## config.mk

```make
export PLATFORM = sky130hd
export DESIGN_NAME = plcm_mult
export DESIGN_NICKNAME = d
export VERILOG_FILES = /design/src/sv/plcm_pkg.sv /design/src/sv/plcm_mult.sv
export SDC_FILE = /design/constraint.sdc
export NUM_CORES = 2
export LEC_CHECK = 0
export BUFFER_PORTS_ARGS = -buffer_cell sky130_fd_sc_hd__buf_2
export CAP_MARGIN = 20
export CORE_UTILIZATION = 60
export CTS_BUF_LIST = sky130_fd_sc_hd__clkbuf_4 sky130_fd_sc_hd__clkbuf_8 sky130_fd_sc_hd__clkbuf_16
export DETAILED_ROUTE_END_ITERATION = 7
export MAX_ROUTING_LAYER = met4
export PLACE_DENSITY = 0.77
export SYNTH_ARGS = -nofsm -noshare
export SYNTH_HDL_FRONTEND = slang
export SYNTH_SLANG_ARGS = --single-unit
export TNS_END_PERCENT = 100
```

## constraint.sdc

```tcl
create_clock -name clk -period 11.1 [get_ports clk]
set_clock_uncertainty 0.15 [all_clocks]
set_input_delay 0.555 -clock clk [delete_from_list [all_inputs] [get_ports clk]]
set_output_delay 0.555 -clock clk [all_outputs]
set_load 0.1 [all_outputs]
```

## src/sv/plcm_pkg.sv

```systemverilog
// Shared types, widths and constants of the powerline canceller with median mode.
package plcm_pkg;

  localparam int SAMPLE_BITS    = 16;
  localparam int MEDIAN_MAX_DEF = 64;
  localparam int PH_W           = 24;
  localparam int TURN_W         = 23;
  localparam int SC_W           = 26;
  localparam int COR_W          = 32;
  localparam int MUL_W          = 35;
  localparam int PROD_W         = 70;
  localparam int ACC_W          = 58;
  localparam int PW_W           = 64;
  localparam int OUT_W          = 18;
  localparam int LVL_W          = 16;
  localparam int FAC_W          = 16;
  localparam int BLK_W          = 7;
  localparam int CFG_IDX_W      = 3;
  localparam int CFG_DATA_W     = 23;

  localparam logic [TURN_W-1:0] QUARTER_TURN = 23'h200000;
  localparam logic [17:0]       REFINE_COEF  = 18'd235930;
  localparam logic [15:0]       SKIN_KEEP    = 16'd58982;
  localparam logic [12:0]       SKIN_TAKE    = 13'd6554;

  localparam logic [1:0]        MODE_PASS       = 2'd0;
  localparam logic [1:0]        MODE_CANCEL     = 2'd1;
  localparam logic [1:0]        MODE_MEDIAN     = 2'd2;
  localparam logic [1:0]        MODE_MEDIAN_ALT = 2'd3;

  localparam logic [1:0]        FSEL_RST   = 2'd1;
  localparam logic [FAC_W-1:0]  FACTOR_RST = 16'd65339;
  localparam logic [TURN_W-1:0] STEP_LO_RST = 23'd429744;
  localparam logic [TURN_W-1:0] STEP_HI_RST = 23'd515693;
  localparam logic [BLK_W-1:0]  BLOCK_RST  = 7'd8;

  typedef enum logic [CFG_IDX_W-1:0] {
    CFG_FILTER_SELECT = 3'd0,
    CFG_SKIN_ENABLE   = 3'd1,
    CFG_AVG_FACTOR    = 3'd2,
    CFG_STEP_LOW      = 3'd3,
    CFG_STEP_HIGH     = 3'd4,
    CFG_MEDIAN_BLOCK  = 3'd5
  } cfg_idx_t;

  typedef enum logic [3:0] {
    ST_IDLE,
    ST_ANGLE,
    ST_CORR,
    ST_POWER,
    ST_RECON,
    ST_SKIN,
    ST_MED_STORE,
    ST_RANK_LOAD,
    ST_RANK_PIVOT,
    ST_RANK_SCAN,
    ST_MEAN,
    ST_OUT
  } state_t;

  typedef struct packed {
    logic signed [SAMPLE_BITS-1:0] ecg_sample;
    logic signed [SAMPLE_BITS-1:0] skin_sample;
  } in_item_t;

  typedef struct packed {
    logic signed [OUT_W-1:0] filtered_sample;
    logic signed [LVL_W-1:0] skin_level;
    logic                    band_chosen;
  } out_item_t;

endpackage

```

## src/sv/plcm_mult.sv

```systemverilog
// Shared signed multiplier with registered product.
module plcm_mult (
  input  logic                             clk,
  input  logic signed [plcm_pkg::MUL_W-1:0]  op_a,
  input  logic signed [plcm_pkg::MUL_W-1:0]  op_b,
  output logic signed [plcm_pkg::PROD_W-1:0] prod_r
);
  import plcm_pkg::*;

  always_ff @(posedge clk) begin
    prod_r <= op_a * op_b;
  end

endmodule

```

After elaboration in Yosys (flattened, before gate mapping)
Cells that the tools add are included.
{ "op_classes": {"multipliers": 1} }
{ "op_table": {"columns": ["cell", "n"], "rows": [
  ["$mul A35 B35 Y70", 1]
]} }
{ "totals": {"regBits": 70} }

Depth between registers and ports, before layout
{ "depth": {"ltp_word": 1, "ltp_mapped": 30, "ltp_nobuf": 28} }

Worst setup path after synthesis
Ideal clock, no wire load.
{ "synth_path": {"path_kind": "input to register", "from": "input op_a[34] (netlist name)", "to": "register prod_r[68] (netlist name)", "setup_time_ns": 0.123, "t_arrival_ns": 8.420, "path_slack_ns": 2.407, "cell_stages": 28, "cell_sequence": "clkbuf_1 -> clkbuf_1 -> nand2_1 -> inv_1 -> fa_1 -> fa_1 -> fa_1 -> inv_1 -> fa_1 -> inv_1 -> fa_1 -> fa_1 -> fa_1 -> inv_1 -> fa_1 -> inv_1 -> ha_1 -> buf_4 -> a21o_1 -> a21o_1 -> a21oi_1 -> o21ai_0 -> a221o_1 -> a21o_1 -> a31oi_1 -> o21a_1 -> o21ai_1 -> xor2_1"} }
{ "synth_via": {"elab_chain_cells": 1} }
{ "synth_lines": {"columns": ["element", "line_no", "text"], "rows": [
  ["from (decl)", "plcm_mult.sv:4", "input logic signed [plcm_pkg::MUL_W-1:0] op_a,"],
  ["$mul A35 B35 Y70", "plcm_mult.sv:11", "prod_r <= op_a * op_b;"],
  ["to (signal assigned)", "plcm_mult.sv:11", null],
  ["to (decl)", "plcm_mult.sv:6", "output logic signed [plcm_pkg::PROD_W-1:0] prod_r"]
]} }
No other way between the ends.

Final worst setup path
Same ends and word-level chain as after synthesis.

==> metrics.cfg <==
[synthesis]
synth_nets = 6260
synth_top_area_frac = 0.585
synth.distinct_cells = 71
synth_edf_count = 0
ys_seq_area_frac = 0.0313
synthesis.area_um2 = 44800
syn_inst = 4671
syn_area_per_cell_um2 = 9.60
synth_area_leaders = fa_1, inv_1, and2_1, ha_1, nand2_1
yosysTopAreaCell = fa_1
synthFlopType = dfxtp_1
synthArstFlopShare = 0
synth_warnings = 0
synth-seq-cells = 70

[floorplanning]
fp.dieW_um = 275
rows = 99
initial_core_util = 0.610
die_area_um2 = 75800
die_y_um = 275
core_um2 = 73500
io_pins = 141

[detailed_routing]
finalWirelength_um = 113000
drc_errors = 0
num_vias = 31000
viasPerCell = 5.58
drt_first_pass_iters = 6
ant_nets = 0
drt_iter0_drc = 1994
detail_route.wl_per_cell_um = 20.2

[layout]
top_register = prod_r
largest_reg_flops = 70
layout_commonest_cell = fa_1
fill_cells = 6017
drive_gt1_frac = 0.0431
top_regs = prod_r: 70 flops
layout.cells.non_filler = 5558
areaGrowthSynthToFinish_pct = 2.91
fin_nets = 6177
layout_common_cells = fa_1, inv_1, and2_1

[placement]
dp_cells = 5536
port_buffers = 140
dp_hpwl_um = 94000
gp_congestion = 0.941

[setup_path]
cp_num_buf_inv = 7
cpMaxStageDelayCell = fa_1
cp-end-kind = register
crit_type = in2reg
worstPathMaxFanout = 35
max_stage_delay_ps = 860
cpMostUsedCell = fa_1
start_kind = input pin
worst_ep_required_time_ps = 11180
crit_family = adder cells
worstPathArrival_ps = 9000

[cts]
ctsResizeCount = 0
cts_num_sinks = 70
cts_max_level = 3
root_buffer = clkbuf_16
cts_buffers = 9
holdBufCountCts = 0
cts_tree = done
post_cts_buffers = 0
clkTransAtPathRegs_ps = 60
clk_path_buf_depth = 2

[grt]
groute.usage.overall = 0.329
grt_overflow_total = 0
grt_pass1_vias = 34600
grt_pass1_wl_um = 184000
grt_max_degree = 36
antenna_found_initial = 5

[timing]
clock.fmax_mhz = 112
final_max_slew_viol_count = 0
setup-violations-final = 0
period_share = 0.804
max_slew_margin = 0.388
rsz0062_at_grt = no
tightest_slew_ps = 919
hold_viol_final = 0
tns_ps = 0
period_needed_ps = 8920

[run]
max_cap_violations = 0

[hold_path]
min_path_type = in2reg

[run_status]
status = completed

==> logic make-up (layout without fill, tap and decap cells) <==
kind of cell,after synthesis,after routing,synth area share
AOI/OAI and AO/OA,229,229,0.0335
xor gates and xnor gates,79,79,0.0154
adders and majority gates,1518,1518,0.643
buffers and inverters,1410,1332,0.120
DFF,70,70,0.0313
other,0,6,0
and+or+nand+nor,1365,1365,0.156
==> cells in the mapped netlist, types with 25 or more instances <==
cell      number
a21oi_1       75
xnor2_1       54
xor2_1        25
a21o_1        38
clkbuf_1     230
inv_1       1158
o21ai_0       32
nor2_1        52
ha_1         207
and2_1       667
nand2_1      569
dfxtp_1       70
fa_1        1311
==> cell type report <==
cell class              instances  area, um^2  area share
diodes                          6        15.0    0.000325
clock buffers                  10         239     0.00518
flip-flops and latches         70        1400      0.0304
clock inverters                 6        68.8     0.00149
well taps                     959        1200      0.0260
repair buffers                157         828      0.0180
inverters                    1159        4350      0.0943
multi-input cells            3191       38000       0.824
==> metrics by stage <==
stage	instance area (um^2)	setup slack (ps)	hold slack, ps	util
final	46100	2180	653	0.628
after global routing	46100	1700	683	0.628
after CTS	46100	2200	628	0.628
after detailed placement	45800	1860	955	0.624
after global placement	45800	1990	955	0.624
after floorplan	44800	2410	532	-
==> worst paths after layout <==
path / start / endpoint / slack, ps / cells past startpoint
min: op_b[0] / prod_r[0] / 650 / 2
max: op_a[34] / prod_r[68] / 2180 / 27
==> per-layer routing <==
layer / global-route usage / up-vias / wire length [um]
met5: - / - / 0
met4: 0.164 / 0 / 6480
li1: - / 13100 / -
met3: 0.0386 / 352 / 6840
met2: 0.560 / 1265 / 59000
met1: 0.386 / 16400 / 40200
Power is left out: the tool's default activity adds up to more than one toggle a clock period on the data nets, which glitch-free logic cannot reach.
