`config.mk`:
```
export PLATFORM = sky130hd
export DESIGN_NAME = plcm_corr_mem
export DESIGN_NICKNAME = d
export VERILOG_FILES = /design/src/sv/plcm_pkg.sv /design/src/sv/plcm_corr_mem.sv
export SDC_FILE = /design/constraint.sdc
export NUM_CORES = 1
export LEC_CHECK = 0
export ABC_AREA = 0
export BUFFER_PORTS_ARGS = -buffer_cell sky130_fd_sc_hd__clkbuf_2
export CAP_MARGIN = 40
export CORE_AREA = 5 5 135 137
export CTS_CLUSTER_SIZE = 14
export DETAILED_ROUTE_END_ITERATION = 6
export DIE_AREA = 0 0 140 142
export PLACE_DENSITY = 0.58
export SLEW_MARGIN = 20
export SYNTH_ARGS = -nofsm -noshare
export SYNTH_HDL_FRONTEND = slang
export SYNTH_SLANG_ARGS = --single-unit
```
`constraint.sdc`:
```
create_clock -name clk -period 6.7 [get_ports clk]
set_input_delay 1.34 -clock clk [delete_from_list [all_inputs] [get_ports clk]]
set_output_delay 1.34 -clock clk [all_outputs]
set_load 0.01 [all_outputs]
```
`src/sv/plcm_pkg.sv`:
```
// Shared types, widths and constants of the powerline canceller with median mode.
package plcm_pkg;

  localparam int SAMPLE_BITS    = 16;
  localparam int MEDIAN_MAX_DEF = 64;
  localparam int PH_W           = 24;
  localparam int TURN_W         = 23;
  localparam int SC_W           = 26;
  localparam int COR_W          = 32;
  localparam int MUL_W          = 35;
  localparam int PROD_W         = 70;
  localparam int ACC_W          = 58;
  localparam int PW_W           = 64;
  localparam int OUT_W          = 18;
  localparam int LVL_W          = 16;
  localparam int FAC_W          = 16;
  localparam int BLK_W          = 7;
  localparam int CFG_IDX_W      = 3;
  localparam int CFG_DATA_W     = 23;

  localparam logic [TURN_W-1:0] QUARTER_TURN = 23'h200000;
  localparam logic [17:0]       REFINE_COEF  = 18'd235930;
  localparam logic [15:0]       SKIN_KEEP    = 16'd58982;
  localparam logic [12:0]       SKIN_TAKE    = 13'd6554;

  localparam logic [1:0]        MODE_PASS       = 2'd0;
  localparam logic [1:0]        MODE_CANCEL     = 2'd1;
  localparam logic [1:0]        MODE_MEDIAN     = 2'd2;
  localparam logic [1:0]        MODE_MEDIAN_ALT = 2'd3;

  localparam logic [1:0]        FSEL_RST   = 2'd1;
  localparam logic [FAC_W-1:0]  FACTOR_RST = 16'd65339;
  localparam logic [TURN_W-1:0] STEP_LO_RST = 23'd429744;
  localparam logic [TURN_W-1:0] STEP_HI_RST = 23'd515693;
  localparam logic [BLK_W-1:0]  BLOCK_RST  = 7'd8;

  typedef enum logic [CFG_IDX_W-1:0] {
    CFG_FILTER_SELECT = 3'd0,
    CFG_SKIN_ENABLE   = 3'd1,
    CFG_AVG_FACTOR    = 3'd2,
    CFG_STEP_LOW      = 3'd3,
    CFG_STEP_HIGH     = 3'd4,
    CFG_MEDIAN_BLOCK  = 3'd5
  } cfg_idx_t;

  typedef enum logic [3:0] {
    ST_IDLE,
    ST_ANGLE,
    ST_CORR,
    ST_POWER,
    ST_RECON,
    ST_SKIN,
    ST_MED_STORE,
    ST_RANK_LOAD,
    ST_RANK_PIVOT,
    ST_RANK_SCAN,
    ST_MEAN,
    ST_OUT
  } state_t;

  typedef struct packed {
    logic signed [SAMPLE_BITS-1:0] ecg_sample;
    logic signed [SAMPLE_BITS-1:0] skin_sample;
  } in_item_t;

  typedef struct packed {
    logic signed [OUT_W-1:0] filtered_sample;
    logic signed [LVL_W-1:0] skin_level;
    logic                    band_chosen;
  } out_item_t;

endpackage

```
`src/sv/plcm_corr_mem.sv`:
```
// Four-entry correlator memory, reads as zero until an entry is written.
module plcm_corr_mem (
  input  logic                             clk,
  input  logic                             rst_n,
  input  logic                             we,
  input  logic [1:0]                       waddr,
  input  logic signed [plcm_pkg::COR_W-1:0] wdata,
  input  logic [1:0]                       raddr,
  output logic signed [plcm_pkg::COR_W-1:0] rdata_r
);
  import plcm_pkg::*;

  logic signed [COR_W-1:0] mem [4];
  logic [3:0]              vld_r;

  always_ff @(posedge clk) begin
    if (!rst_n) begin
      vld_r <= '0;
    end else if (we) begin
      vld_r[waddr] <= 1'b1;
    end
  end

  always_ff @(posedge clk) begin
    if (we) begin
      mem[waddr] <= wdata;
    end
    rdata_r <= vld_r[raddr] ? mem[raddr] : '0;
  end

endmodule

```
# Word-level counts from Yosys, hierarchy flattened
# Memories as Yosys holds them, arrays and structs flattened. A register that Yosys moved wholly into a read port is not among the register bits.
# Cells that the tools add are included.
[op_classes]
n_bitwise = 1
mux = 6
n_lt_le_gt_ge = 3
n_reduce_logical = 2
[ops]
columns = ["op", "n"]
rows = [
  ["less-than comparator 2 x 3 -> 1 bit, second input constant", 2],
  ["two-way mux 1 bit", 4],
  ["OR 4 bit", 1],
  ["binary-select mux 1 bit (select 2 bit)", 1],
  ["demux 1 bit (select 2 bit)", 1],
  ["greater-or-equal comparator 2 x 1 -> 1 bit, second input constant", 1],
  ["logical AND 1 bit", 1],
  ["zero test 1 bit", 1],
]
[word_totals]
word_cells = 14
in_bits = 39
ram_bits = 128
output_inout_bits = 32
mem_count = 1
regBits = 4
[mem_list]
columns = ["name", "words", "width", "rd", "rd_clocked_by_memory_dff", "write_ports", "line_no", "rtl"]
rows = [
  ["mem", 4, 32, 1, 1, 1, "plcm_corr_mem.sv:13", "logic signed [COR_W-1:0] mem [4];"],
]

# Depth between registers and ports, before layout
[logic_depth]
depth_word = 5
depth_mapped = 4
depth_no_buf = 2

# Least setup slack after synthesis
# OpenSTA, ideal clock, no wires.
[synth_path]
path_kind = "in2reg"
start = "input waddr[0]"
end = "memory mem[0][0], enable pin"
cell_stages = 1
path_buffers = 0
path_slack_ns = 2.432
setup_time_ns = 0.471
t_required_ns = 6.229
t_arrival_ns = 3.797
cell_sequence = "nor3b_1"
[synth_rtl]
columns = ["item", "line_no", "rtl"]
rows = [
  ["from (decl)", "plcm_corr_mem.sv:6", "input logic [1:0] waddr,"],
  ["to (decl)", "plcm_corr_mem.sv:13", ""],
]
# No word-level cell before the write port.

# Worst setup path after layout
[layout_path]
start = "input raddr[0]"
end = "register rdata_r[22] in the netlist's numbering, read port of mem"
[layout_via]
elab_chain_len = 3
[layout_rtl]
columns = ["item", "line_no", "rtl"]
rows = [
  ["from (decl)", "plcm_corr_mem.sv:8", "input logic [1:0] raddr,"],
  ["binary-select mux 1 bit (select 2 bit)", "plcm_corr_mem.sv:28", "rdata_r <= vld_r[raddr] ? mem[raddr] : '0;"],
  ["two-way mux 1 bit (implied by the code)", "plcm_corr_mem.sv:28", ""],
  ["zero test 1 bit (no line)", "n/a", ""],
  ["to (decl)", "plcm_corr_mem.sv:9", "output logic signed [plcm_pkg::COR_W-1:0] rdata_r"],
]
# Several ways; a longest one is shown, not always the timed one. The select of a mux whose other input is x is not followed.
# A chain may end at the register's enable or synchronous reset.

==> results.sh <==
export IMPL_outcome="completed"
export IMPL_dieArea_um2=19900
export IMPL_die_w_um=140
export IMPL_cts_made_buffers=17
export IMPL_synth_net_count=287
export IMPL_rr_startpoint="vld_r[3]"
export IMPL_post_cts_buffers=0
export IMPL_hp_start="vld_r[2]"
export IMPL_worstReg2RegEnd="rdata_r[22]"
export IMPL_synthCells=248
export IMPL_tightest_slew_ps=741
export IMPL_finalSetupViolCount=0
export IMPL_synth_common_cells="edfxtp_1 (128), dfxtp_1 (36), and2_4 (30)"
export IMPL_synth_async_reset_ratio_pct=0
export IMPL_synth_top_cell_by_area="edfxtp_1"
export IMPL_maxCapViolations=0
export IMPL_io_pins=71
export IMPL_hold_viol=0
export IMPL_ys_flop_type="edfxtp_1"
export IMPL_max_freq_mhz=346
export IMPL_crit_required_ps=7000
export IMPL_p_leak_nw=2.54
export IMPL_slew_headroom_pct=50.6
export IMPL_ys_warn_count=0
export IMPL_gr_total_overflow=0
export IMPL_cts_max_path_buffers=2
export IMPL_ant_nets=0
export IMPL_ctsResizeCount=0
export IMPL_drt_iter0_drc=132
export IMPL_crit_buf_inv=2
export IMPL_synth_area_per_cell_um2=23.5
export IMPL_critPathMaxStageDelay_ps=940
export IMPL_slew_violations=0
export IMPL_finalClockSkew_ps=5.21
export IMPL_num_rows=48
export IMPL_period_share_pct=43.1
export IMPL_clkTransAtPathRegs_ps=60
export IMPL_antenna_cells=0
export IMPL_die_h_um=142
export IMPL_tns_ps=0
export IMPL_initial_core_util_pct=34.4
export IMPL_area_growth_pct=20.0
export IMPL_hold_depth=1
export IMPL_yosysSeqAreaShare_pct=78.4
export IMPL_multi_input_area_um2=1170
export IMPL_cts_tree="built"
export IMPL_route_detailed_drc=0
export IMPL_cp_slowest_cell="mux4_2"
export IMPL_dpl_hpwl_um=5930
export IMPL_wl_per_cell_um=17.5
export IMPL_min_delay_path_class="reg2reg"
export IMPL_placed_cell_area_um2=6450
export IMPL_nNetsFinal=371
export IMPL_cts_sinks=164
export IMPL_start_kind="input pin"
export IMPL_synth_distinct_cells=13
export IMPL_setup_worst_path_end_class="register"
export IMPL_rsz0062_at_grt="false"
export IMPL_yosysMostFrequentCell="edfxtp_1"
export IMPL_vias_per_cell=4.53
export IMPL_grt_pass1_wl_um=15500
export IMPL_crit_type="in2reg"
export IMPL_r2r_slack_ps=5150
export IMPL_synth_edf_count=128
export IMPL_ys_ff_latch=164
export IMPL_netlist_area_leader_share_pct=66.1
export IMPL_crit_path_max_fanout=33
export IMPL_irDropWorstVdd_uv=161
export IMPL_ctsHoldBuffers=0
export IMPL_portBuffers=70
export IMPL_hold_end="vld_r[2]"
export IMPL_vias=2584
export IMPL_worstSkewPairLatency_ps=410
export IMPL_synthesis_area_um2=5820
export IMPL_r2r_cells=2
export IMPL_arrival_ps=3190
export IMPL_crit_family="multiplexers"
export IMPL_grt_max_degree=34
export IMPL_grt_pass1_vias=2801
export IMPL_antenna_found_initial=0
export IMPL_drive_above_1_share_pct=43.2
export IMPL_powerDensity_nw_per_um2=307
export IMPL_regArea_um2=4560
export IMPL_critical_path_cell_chain="clkbuf_2 -> buf_4 -> mux4_2 -> and2_2"
export IMPL_gp_congestion=0.678
export IMPL_drt_total_wl_um=9980
export IMPL_htreeDepth=4
export IMPL_grt_total_usage_pct=10.6
export IMPL_netlist_top_cells_area="edfxtp_1 (66%), dfxtp_1 (12%), mux4_1 (9.0%), mux4_2 (5.0%), and2_4 (4.5%)"
export IMPL_nFillCells=1517
export IMPL_first_pass_iters=4
export IMPL_fin_crit_ps=2890
export IMPL_cts_root_buf="clkbuf_16"
export IMPL_core_area_um2=16900
export IMPL_fin_area_um2=6990
[layer usage]
metal | vias to the layer above | global-route usage (%) | routed length [µm]
li1 | 1174 | - | -
met1 | 1333 | 12.6 | 4150
met2 | 66 | 17.2 | 5110
met3 | 11 | 4.07 | 566
met4 | 0 | 4.90 | 147
met5 | - | 0 | 0
[stage by stage]
stage | setup slack, ps | cells | hold WS [ps] | power (W) | utilization [%]
final | 3810 | 570 | 465 | 0.00214 | 41.2
after global placement | 3350 | 535 | 442 | 0.00129 | 37.7
after detailed placement | 3330 | 538 | 454 | 0.00130 | 38.1
after global routing | 3690 | 570 | 481 | 0.00223 | 41.2
after CTS | 3770 | 570 | 469 | 0.00217 | 41.2
after floorplan | 2430 | 248 | 435 | 0.00125 | -
[worst max path at each step]
stage                  start          end  slack (ps)  cells past startpoint
floorplan           waddr[0]    mem[0][0]        2430                      1
global placement    raddr[0]  rdata_r[22]        3350                      4
detailed placement  raddr[0]  rdata_r[22]        3330                      4
CTS                 raddr[0]  rdata_r[22]        3770                      4
global route        raddr[0]  rdata_r[22]        3690                      4
finish              raddr[0]  rdata_r[22]        3810                      4
[area by class of cell]
cell class / count / share of cell area [%]
Clock inverter: 8 / 0.878
Multi-Input combinational cell: 73 / 16.7
Sequential cell: 164 / 65.3
Timing Repair Buffer: 76 / 6.30
Tap cell: 225 / 4.03
Clock buffer: 24 / 6.75
[power by group]
part           total [W]  leakage, nW  switching [W]  internal [W]
logic           0.000113        0.812      0.0000550     0.0000575
registers        0.00116         1.47      0.0000108       0.00115
clock network   0.000873        0.264       0.000349      0.000524
[cell usage in the layout, fill, tap and decap left out]
master,count
and2_4,30
clkbuf_2,70
and3b_2,2
bufinv_16,1
o21a_1,4
and2_2,2
edfxtp_1,128
mux4_1,20
dfxtp_1,36
clkbuf_8,2
buf_4,3
buf_16,1
clkbuf_1,5
mux4_2,13
and3_2,1
clkbuf_16,17
nor3b_2,1
clkinv_1,3
clkinv_2,4
buf_12,2
[registers in the layout, indices dropped and copies added (netlist names)]
register	count
mem	128
vld_r	4
rdata_r	32
[logic make-up after synthesis]
family	Yosys count	share of synthesized area [%]
compound gates	4	0.516
buf+inv	11	1.68
flops	164	78.4
mux	33	14.1
simple gates	36	5.31
No activity file was read; power rests on OpenSTA's default activity.
