**src/sv/plcm_pkg.sv**
```systemverilog
// Shared types, widths and constants of the powerline canceller with median mode.
package plcm_pkg;

  localparam int SAMPLE_BITS    = 16;
  localparam int MEDIAN_MAX_DEF = 64;
  localparam int PH_W           = 24;
  localparam int TURN_W         = 23;
  localparam int SC_W           = 26;
  localparam int COR_W          = 32;
  localparam int MUL_W          = 35;
  localparam int PROD_W         = 70;
  localparam int ACC_W          = 58;
  localparam int PW_W           = 64;
  localparam int OUT_W          = 18;
  localparam int LVL_W          = 16;
  localparam int FAC_W          = 16;
  localparam int BLK_W          = 7;
  localparam int CFG_IDX_W      = 3;
  localparam int CFG_DATA_W     = 23;

  localparam logic [TURN_W-1:0] QUARTER_TURN = 23'h200000;
  localparam logic [17:0]       REFINE_COEF  = 18'd235930;
  localparam logic [15:0]       SKIN_KEEP    = 16'd58982;
  localparam logic [12:0]       SKIN_TAKE    = 13'd6554;

  localparam logic [1:0]        MODE_PASS       = 2'd0;
  localparam logic [1:0]        MODE_CANCEL     = 2'd1;
  localparam logic [1:0]        MODE_MEDIAN     = 2'd2;
  localparam logic [1:0]        MODE_MEDIAN_ALT = 2'd3;

  localparam logic [1:0]        FSEL_RST   = 2'd1;
  localparam logic [FAC_W-1:0]  FACTOR_RST = 16'd65339;
  localparam logic [TURN_W-1:0] STEP_LO_RST = 23'd429744;
  localparam logic [TURN_W-1:0] STEP_HI_RST = 23'd515693;
  localparam logic [BLK_W-1:0]  BLOCK_RST  = 7'd8;

  typedef enum logic [CFG_IDX_W-1:0] {
    CFG_FILTER_SELECT = 3'd0,
    CFG_SKIN_ENABLE   = 3'd1,
    CFG_AVG_FACTOR    = 3'd2,
    CFG_STEP_LOW      = 3'd3,
    CFG_STEP_HIGH     = 3'd4,
    CFG_MEDIAN_BLOCK  = 3'd5
  } cfg_idx_t;

  typedef enum logic [3:0] {
    ST_IDLE,
    ST_ANGLE,
    ST_CORR,
    ST_POWER,
    ST_RECON,
    ST_SKIN,
    ST_MED_STORE,
    ST_RANK_LOAD,
    ST_RANK_PIVOT,
    ST_RANK_SCAN,
    ST_MEAN,
    ST_OUT
  } state_t;

  typedef struct packed {
    logic signed [SAMPLE_BITS-1:0] ecg_sample;
    logic signed [SAMPLE_BITS-1:0] skin_sample;
  } in_item_t;

  typedef struct packed {
    logic signed [OUT_W-1:0] filtered_sample;
    logic signed [LVL_W-1:0] skin_level;
    logic                    band_chosen;
  } out_item_t;

endpackage

```
**src/sv/plcm_med_mem.sv**
```systemverilog
// Sample store for the block median, one write and one registered read port.
module plcm_med_mem #(
  parameter int DEPTH = plcm_pkg::MEDIAN_MAX_DEF
) (
  input  logic                                   clk,
  input  logic                                   we,
  input  logic [$clog2(DEPTH)-1:0]               waddr,
  input  logic signed [plcm_pkg::SAMPLE_BITS-1:0] wdata,
  input  logic [$clog2(DEPTH)-1:0]               raddr,
  output logic signed [plcm_pkg::SAMPLE_BITS-1:0] rdata_r
);
  import plcm_pkg::*;

  logic signed [SAMPLE_BITS-1:0] mem [DEPTH];

  always_ff @(posedge clk) begin
    if (we) begin
      mem[waddr] <= wdata;
    end
    rdata_r <= mem[raddr];
  end

endmodule

```
**config.mk**
```make
export PLATFORM = sky130hd
export DESIGN_NAME = plcm_med_mem
export DESIGN_NICKNAME = d
export VERILOG_FILES = /design/src/sv/plcm_pkg.sv /design/src/sv/plcm_med_mem.sv
export SDC_FILE = /design/constraint.sdc
export NUM_CORES = 1
export LEC_CHECK = 0
export ABC_AREA = 1
export BUFFER_PORTS_ARGS = -buffer_cell sky130_fd_sc_hd__buf_2
export CORE_UTILIZATION = 50
export CTS_BUF_LIST = sky130_fd_sc_hd__clkbuf_8
export DETAILED_ROUTE_END_ITERATION = 10
export PLACE_DENSITY = 0.71
export SLEW_MARGIN = 20
export SYNTH_ARGS = -nofsm -noshare
export SYNTH_HDL_FRONTEND = slang
export SYNTH_SLANG_ARGS = --single-unit
export TNS_END_PERCENT = 20
```
**constraint.sdc**
```tcl
create_clock -name clk -period 3.8 [get_ports clk]
set_clock_uncertainty 0.05 [all_clocks]
set_input_delay 0.57 -clock clk [delete_from_list [all_inputs] [get_ports clk]]
set_output_delay 0.57 -clock clk [all_outputs]
set_load 0.01 [all_outputs]
```
Yosys cells after proc, flatten, opt, wreduce, memory -nomap -nowiden
Memories as Yosys holds them, arrays and structs flattened. A register that Yosys moved wholly into a read port is not among the register bits.
Cells that the tools add are included.
{"block": "op_classes", "n_addsub": 0, "multipliers": 0, "div": 0, "magnitude_cmp": 0, "eq_ne": 0, "shift": 0, "muxes": 2, "bitwise": 0, "reduce_logical": 0}
{"op": "1-bit 2-to-1 mux", "n": 2}
{"block": "word_totals", "reg_bits": 0, "latchBits": 0, "mem_bits_rw": 1024, "rom_bits": 0, "in_bits": 30, "out_inout_bits": 16, "word_cells": 3, "mem_count": 1}
{"name": "mem", "words": 64, "width": 16, "read_ports": 1, "rd_clocked_by_memory_dff": 1, "wr": 1, "line_no": "plcm_med_mem.sv:14", "rtl": "logic signed [SAMPLE_BITS-1:0] mem [DEPTH];"}

Logic depth before layout (Yosys ltp)
Gate-level depths: netlist (run 1).
{"block": "logic_depth", "depth_word": 2, "mapped_depth": 12, "depth_no_buf": 9}

Worst setup path after synthesis (run 1)
No wires, ideal clock.
{"block": "synth_path", "path_type": "input to register", "startpoint": "input we", "endpoint": "memory mem[48][0], enable pin", "setup_time_ns": 0.431, "arrival_time_ns": 2.694, "required_time_ns": 3.319, "slack_ns": 0.626, "path_stages": 3, "path_buffers": 1, "path_cell_list": "clkbuf_1 > nand4_1 > nor4_1"}
{"block": "synth_between", "elab_chain_cells": 2}
{"item": "start, declared", "line_no": "plcm_med_mem.sv:6", "rtl": "input logic we,"}
{"item": "1-bit 2-to-1 mux", "line_no": "plcm_med_mem.sv:17", "rtl": "if (we) begin"}
{"item": "1-bit 2-to-1 mux (implied by the code)", "line_no": "plcm_med_mem.sv:18", "rtl": "mem[waddr] <= wdata;"}
{"item": "end, declared", "line_no": "plcm_med_mem.sv:14"}
No other way between the ends.

Worst setup path after layout (run 1)
{"block": "layout_path", "startpoint": "register rdata_r[9] (netlist name), read port of mem", "endpoint": "output rdata_r[9] (netlist name)"}
{"item": "start, declared", "line_no": "plcm_med_mem.sv:10", "rtl": "output logic signed [plcm_pkg::SAMPLE_BITS-1:0] rdata_r"}
No word-level cell between the ends.

==> results of run 1 <==
flip-flops by register name, summed over array words and instances, names as in the netlist:
name,cells
mem,1024
rdata_r,16
through the flow:
stage	worst slack (ns)	hold WS, ns	cells	power [mW]	instance area, um2
finish	1.50	0.250	4848	23.0	46600
global route	1.45	0.244	4844	23.7	46600
CTS	1.51	0.212	4843	23.0	46500
detailed placement	0.838	0.745	4543	14.4	43500
global placement	0.814	0.725	4543	14.4	43500
floorplan	0.626	0.619	3517	13.8	42100
logic make-up (layout without fill, tap and decap cells):
kind of cell | Yosys count | in the layout | share of synthesized area
and+or+nand+nor | 2240 | 2240 | 0.227
other | 0 | 5 | 0
DFF | 1040 | 1040 | 0.738
buffers and inverters | 237 | 483 | 0.0354
power groups by stage:
| stage | logic (mW) | registers (mW) | clock network, mW |
|---|---|---|---|
| finish | 1.48 | 12.8 | 8.72 |
| global route | 1.60 | 12.7 | 9.33 |
| CTS | 1.46 | 12.7 | 8.83 |
| detailed placement | 1.46 | 13.0 | 0 |
| global placement | 1.44 | 13.0 | 0 |
| floorplan | 0.849 | 13.0 | 0 |
cells in the mapped netlist:
cell      instances
nor4_1            8
inv_1             9
inv_2             2
buf_6            49
dfxtp_1          16
nand2_1        1296
buf_1            17
edfxtp_1       1024
buf_2           113
nand4_1           9
buf_8             1
inv_8             1
nor2_1           56
clkbuf_1         26
buf_4            19
nand3_1         871
routing by layer:
metal,vias up,global-route usage,part of all wire
met2,1591,0.400,0.46
li1,12647,-,-
met3,228,0.0642,0.12
met1,13452,0.369,0.40
met5,-,0,0.00023
met4,4,0.0924,0.027
layout make-up:
type / instances / area share
Antenna cell: 5 / 0.000269
Inverter: 12 / 0.00153
Sequential cell: 1040 / 0.667
Clock inverter: 125 / 0.0129
Timing Repair Buffer: 171 / 0.0313
Tap cell: 1080 / 0.0290
Multi-Input combinational cell: 2240 / 0.206
Clock buffer: 175 / 0.0517
worst max-delay path by stage:
stage                           end  slack, ns  cells past startpoint
3_3_place_gp     rdata_r[9]$_DFF_P_       0.81                     12
2_1_floorplan  mem[48][0]$_DFFE_PP_       0.63                      3
3_5_place_dp     rdata_r[9]$_DFF_P_       0.84                     12
4_1_cts                  rdata_r[9]       1.51                      1
6_report                 rdata_r[9]       1.50                      1
5_1_grt                  rdata_r[9]       1.45                      1
==> summary.md, run 1 <==
| Metric | Value |
|---|---|
| Outcome | finished, final reports clean |
| Fin crit period | 2.30 ns |
| Area growth syn-to-layout | 10.6% |
| Grt total ovfl | 0 |
| Worst Hold Class | in -> reg |
| Drt first-iter violations | 3816 |
| Final wirelength | 111 mm |
| Post-Syn Nets | 3547 |
| Sw frac | 0.241 |
| Die width | 292 um |
| Worst Hold Launch | wdata[3] |
| WHS Path Cells | 1 |
| Crit path kind | reg -> out |
| RD Place Congestion | 0.839 |
| Final core utilization | 0.558 |
| Worst Reg-to-Reg Cells | 8 |
| Crit-path slowest cell | dfxtp_1 |
| Vias after detailed routing | 27922 |
| Die Height | 292 um |
| CTS Root Cell | clkbuf_8 |
| Synth Cell Area | 42100 um2 |
| Flop2flop setup slack | 2.17 ns |
| Commonest non-fill, non-tap cell in the layout | nand2_1 |
| Yosys reg bits | 1040 |
| RSZ-0062 raised after global routing | no |
| Antenna violations before repair | 4 |
| Maximum vdd drop | 313 uV |
| Layout net count | 3658 |
| Max-cap violations | 0 |
| # setup viols final | 0 |
| Row Count | 106 |
| DRC | 0 |
| First drt pass iteration count | 5 |
| Critical path required time | 3.18 ns |
| Yosys top cell by area | edfxtp_1 |
| Worst R2R End | rdata_r[10]$_DFF_P_ |
| Syn Inst Count | 3517 |
| Pint | 17.4 mW |
| Yosys warnings | 0 |
| Critical path origin | rdata_r[9]$_DFF_P_ |
| Slew margin rel. | 0.223 |
| Clock Sinks | 1040 |
| Global Route Usage Sum | 0.262 |
| Worst-path clk slew | 0.06 ns |
| CTS resizes | 0 |
| Avg Cell Area, Syn | 12.0 um2 |
| Share of cells above drive strength 1 | 0.102 |
| Library cells used by synthesis | 16 |
| Wire per inst | 22.9 um |
| Core ar. | 83400 um2 |
| H-Tree Depth | 4 |
| CP Cell Sequence | buf_2 |
| Setup tns final | 0 ns |
| CP Buf/Inv Count | 1 |
| Clock Path Buffers | 3 |
| Clock insertion delay at the later pin of the skew report | 0.83 ns |
| First-pass GRT wire length | 166 mm |
| Critical Path AT | 1.68 ns |
| Reg2reg start | mem[23][10]$_DFFE_PP_ |
| Yosys top cell area share | 0.730 |
| CP Capture Type | primary output |
| Initial Util | 0.505 |
| Multi-input gate area | 9590 um2 |
| I/O Buffers | 45 |
| Area contributors post-synth | edfxtp_1 73%, nand2_1 12%, nand3_1 10% |
| I/O pin total | 46 |
| Portion of total power attributed to combinational logic | 0.065 |
| Pins over their slew limit | 0 |
| Detailed placement HPWL | 60.1 mm |
| Avg Vias per Cell | 5.76 |
| CTS Buf Count | 163 |
| Final ANT Viol Nets | 0 |
| Register area | 31100 um2 |
| Total leakage power | 17.1 nW |
| Sequential fraction of design power | 0.556 |
| Hold buffer count at CTS | 0 |
| Final Hold Viols | 0 |
| Worst Tran Pin Value | 1.17 ns |
| Vias in the first global route | 26565 |
| Power Density | 493 nW/um2 |
| CP delay by family, top | flip-flops |
| Leading cell types in the layout, fill and taps excluded | 1296 x nand2_1, 1024 x edfxtp_1, 871 x nand3_1, 175 x clkbuf_8, 107 x buf_4 |
| CTS tree | built |
| Peak per-stage delay on the critical path | 0.62 ns |
| Final worst-path cycle share | 0.606 |
| Hold worst-path end | mem[19][3]$_DFFE_PP_ |
| Largest net degree at the start of global routing | 154 |
| CP max FO | 1 |
| Post-CTS setup buffers | 0 |
| Fmax | 0.434 GHz |
| Die ar. | 85400 um2 |
| Net Sw Power | 5.53 mW |
| Register area share after synthesis | 0.738 |
| CP Launch Type | flop |
| Clock share of power | 0.380 |
| Fill cell count | 6692 |
(Power assumes the default switching activity.)
==> run 2, diff against run 1 <==
--- a/config.mk
+++ b/config.mk
@@ -5,12 +5,12 @@
 export SDC_FILE = /design/constraint.sdc
 export NUM_CORES = 1
 export LEC_CHECK = 0
-export ABC_AREA = 1
+export ABC_AREA = 0
 export BUFFER_PORTS_ARGS = -buffer_cell sky130_fd_sc_hd__buf_2
 export CORE_UTILIZATION = 50
 export CTS_BUF_LIST = sky130_fd_sc_hd__clkbuf_8
 export DETAILED_ROUTE_END_ITERATION = 10
-export PLACE_DENSITY = 0.71
+export PLACE_DENSITY = 0.74
 export SLEW_MARGIN = 20
 export SYNTH_ARGS = -nofsm -noshare
 export SYNTH_HDL_FRONTEND = slang
==> constraint.sdc (replaced) <==
create_clock -name clk -period 2 [get_ports clk]
set_clock_uncertainty 0.05 [all_clocks]
set_input_delay 0.3 -clock clk [delete_from_list [all_inputs] [get_ports clk]]
set_output_delay 0.3 -clock clk [all_outputs]
set_load 0.01 [all_outputs]
==> run 2 against run 1 <==
  * Clock power increased by 95%
  * Die area fell by 4.9%
  * Clock-buffer cell count down 3
  * Global-route usage is 1.9 points lower
  * Critical path depth up 5
  * Largest power group unchanged
==> summary.md, run 2 <==
| Metric | Value |
|---|---|
| Outcome | finished, final reports clean |
| Area growth syn-to-layout | 17.5% |
| Crit-path slowest cell | mux4_2 |
| First-pass GRT wire length | 141 mm |
| CP Buf/Inv Count | 1 |
| DRC | 0 |
| Critical path origin | mem[21][1]$_DFFE_PP_ |
| Synth Cell Area | 40000 um2 |
| Register area | 31100 um2 |
| Layout net count | 2244 |
| Biggest register | mem |
| RSZ-0062 raised after global routing | yes |
| Yosys top cell by area | edfxtp_1 |
| CP Cell Sequence | mux4_2, mux2i_4, a22oi_1, buf_4, a31oi_2, a311oi_1 |
| Critical path required time | 2.64 ns |
| Leading cell types in the layout, fill and taps excluded | 1024 x edfxtp_1, 220 x mux4_2, 207 x buf_4, 173 x clkbuf_8, 80 x mux2i_1 |
| Final wirelength | 96.8 mm |
| Post-Syn Nets | 1859 |
| Share of cells above drive strength 1 | 0.340 |
| Worst Hold Launch | waddr[1] |
| Final ANT Viol Nets | 0 |
| Initial Util | 0.506 |
| Worst Tran Pin Value | 1.07 ns |
| Vias after detailed routing | 20509 |
| Max FFs per register | 1024 |
| CP delay by family, top | multiplexers |
| DP Cell Count | 3095 |
| Syn Inst Count | 1829 |
| Vias in the first global route | 21157 |
| Library cells used by synthesis | 43 |
| Detailed placement HPWL | 59.8 mm |
| Final worst-path cycle share | 0.987 |
| WHS Path Cells | 3 |
| Fill cell count | 5504 |
| Worst Reg-to-Reg Cells | 6 |
| Wire per inst | 28.5 um |
| Flop2flop setup slack | 0.03 ns |
| Post-synthesis async set-or-reset flop share | 0 |
| Total leakage power | 15.5 nW |
| First drt pass iteration count | 6 |
| CTS Root Cell | clkbuf_8 |
| Die width | 285 um |
| # setup viols final | 0 |
| Slew margin rel. | 0.286 |
| Final instance area | 47100 um2 |
| Fin crit period | 1.97 ns |
| Multi-input gate area | 8360 um2 |
| Register area share after synthesis | 0.776 |
| Crit path kind | reg -> reg |
| Peak per-stage delay on the critical path | 0.51 ns |
| Most frequent cell after synthesis | edfxtp_1 |
| Post-CTS setup buffers | 0 |
| Place WS | -0.612 ns |
| Avg Cell Area, Syn | 21.9 um2 |
| Antenna violations before repair | 6 |
| H-Tree Depth | 4 |
| Drt first-iter violations | 2663 |
| Yosys top cell area share | 0.768 |
| Core ar. | 79100 um2 |
| Reg2reg start | mem[21][1]$_DFFE_PP_ |
| Area contributors post-synth | edfxtp_1 77%, mux4_2 12%, mux2i_1 2.1% |
| Commonest non-fill, non-tap cell in the layout | edfxtp_1 |
| Hold worst-path end | mem[49][10]$_DFFE_PP_ |
| Clock insertion delay at the later pin of the skew report | 0.82 ns |
| Largest net degree at the start of global routing | 65 |
| Power Density | 932 nW/um2 |
| Die Height | 285 um |
| Maximum vdd drop | 573 uV |
| Number of synthesized flops with an enable pin | 1024 |
| Global Route Usage Sum | 0.243 |
| Fmax | 0.507 GHz |
| Worst Hold Class | in -> reg |
| Final setup margin | 0.0259 ns |
| Final Hold Viols | 0 |
| I/O Buffers | 45 |
| Critical Path AT | 2.62 ns |
| Row Count | 103 |
| Hold Slack | 0.108 ns |
| CTS tree | built |
| Worst R2R End | rdata_r[1]$_DFF_P_ |
| Pins over their slew limit | 0 |
| Top Registers | mem (1024), rdata_r (16) |
| Max-cap violations | 0 |
| Clock Sinks | 1040 |
| Main synth FF type | edfxtp_1 |
| CP Launch Type | flop |
| Placed cell area | 43800 um2 |
| CP Capture Type | flop |
| Worst-path clk slew | 0.06 ns |
| Final non-filler cell total | 3392 |
| Yosys reg bits | 1040 |
| I/O pin total | 46 |
| Clock Path Buffers | 3 |
| CTS Buf Count | 160 |
| RD Place Congestion | 0.916 |
| Die ar. | 81200 um2 |
| Synth cell count leaders | 1024 x edfxtp_1, 220 x mux4_2, 85 x mux2i_1, 72 x nor2_1, 59 x nand2_1 |
| CP max FO | 1 |
| Avg Vias per Cell | 6.05 |
| Yosys warnings | 0 |
| Grt total ovfl | 0 |
## run 2: worst max path at each step
stage | end | cells after the start
CTS | rdata_r[1]$_DFF_P_ | 6
global route | rdata_r[12]$_DFF_P_ | 5
global placement | rdata_r[3]$_DFF_P_ | 8
floorplan | mem[39][0]$_DFFE_PP_ | 4
finish | rdata_r[1]$_DFF_P_ | 6
detailed placement | rdata_r[1]$_DFF_P_ | 8
## run 2: cell families (layout without fill, tap and decap cells)
kind of cell	count (synthesis)	after routing	synth area share
and+or+nand+nor	220	220	0.0265
muxes	336	336	0.155
buffers and inverters	104	614	0.0183
AOI/OAI and AO/OA	129	129	0.0241
DFF	1040	1040	0.776
other	0	3	0
## run 2: timing repair
action,CTS,global route
endpoints found under the setup margin,6,6
gates resized for setup,10,8
hold endpoints to repair,324,0
cloned,0,0
pin swaps,0,1
hold buffers,7,0
## run 2: area by class of cell
type	instances	share of cell area
Sequential cell	1040	0.660
Multi-Input combinational cell	685	0.178
Timing Repair Buffer	327	0.0687
Clock buffer	172	0.0503
Tap cell	1050	0.0279
Clock inverter	115	0.0150
Antenna cell	3	0.000160
## run 2: routing by layer
| layer | global-route usage | vias up | part of all wire |
|---|---|---|---|
| met5 | 0 | - | 0.00023 |
| met4 | 0.104 | 4 | 0.037 |
| met3 | 0.0559 | 197 | 0.10 |
| met2 | 0.390 | 1169 | 0.49 |
| met1 | 0.322 | 10660 | 0.37 |
| li1 | - | 8479 | - |
## run 2: per-stage QoR
step,TNS [ns],utilization,total power [mW]
after floorplan,-102.27,-,25.9
after global placement,-7.46,0.554,27.2
after detailed placement,-8.10,0.554,27.3
after CTS,0,0.594,44.1
after global routing,-0.0320,0.595,45.1
final,0,0.595,43.8
## run 2: power breakdown
group	internal [mW]	switching (mW)	total [mW]
clock	8.78	8.20	17.0
sequential	24.1	0.0989	24.2
combinational	1.10	1.54	2.64
total	34.0	9.84	43.8
## run 2: tightest hold or removal path, cell delays in order
cell and delay, ns:
buf_2 0.23, nor3_2 0.10, buf_12 0.17
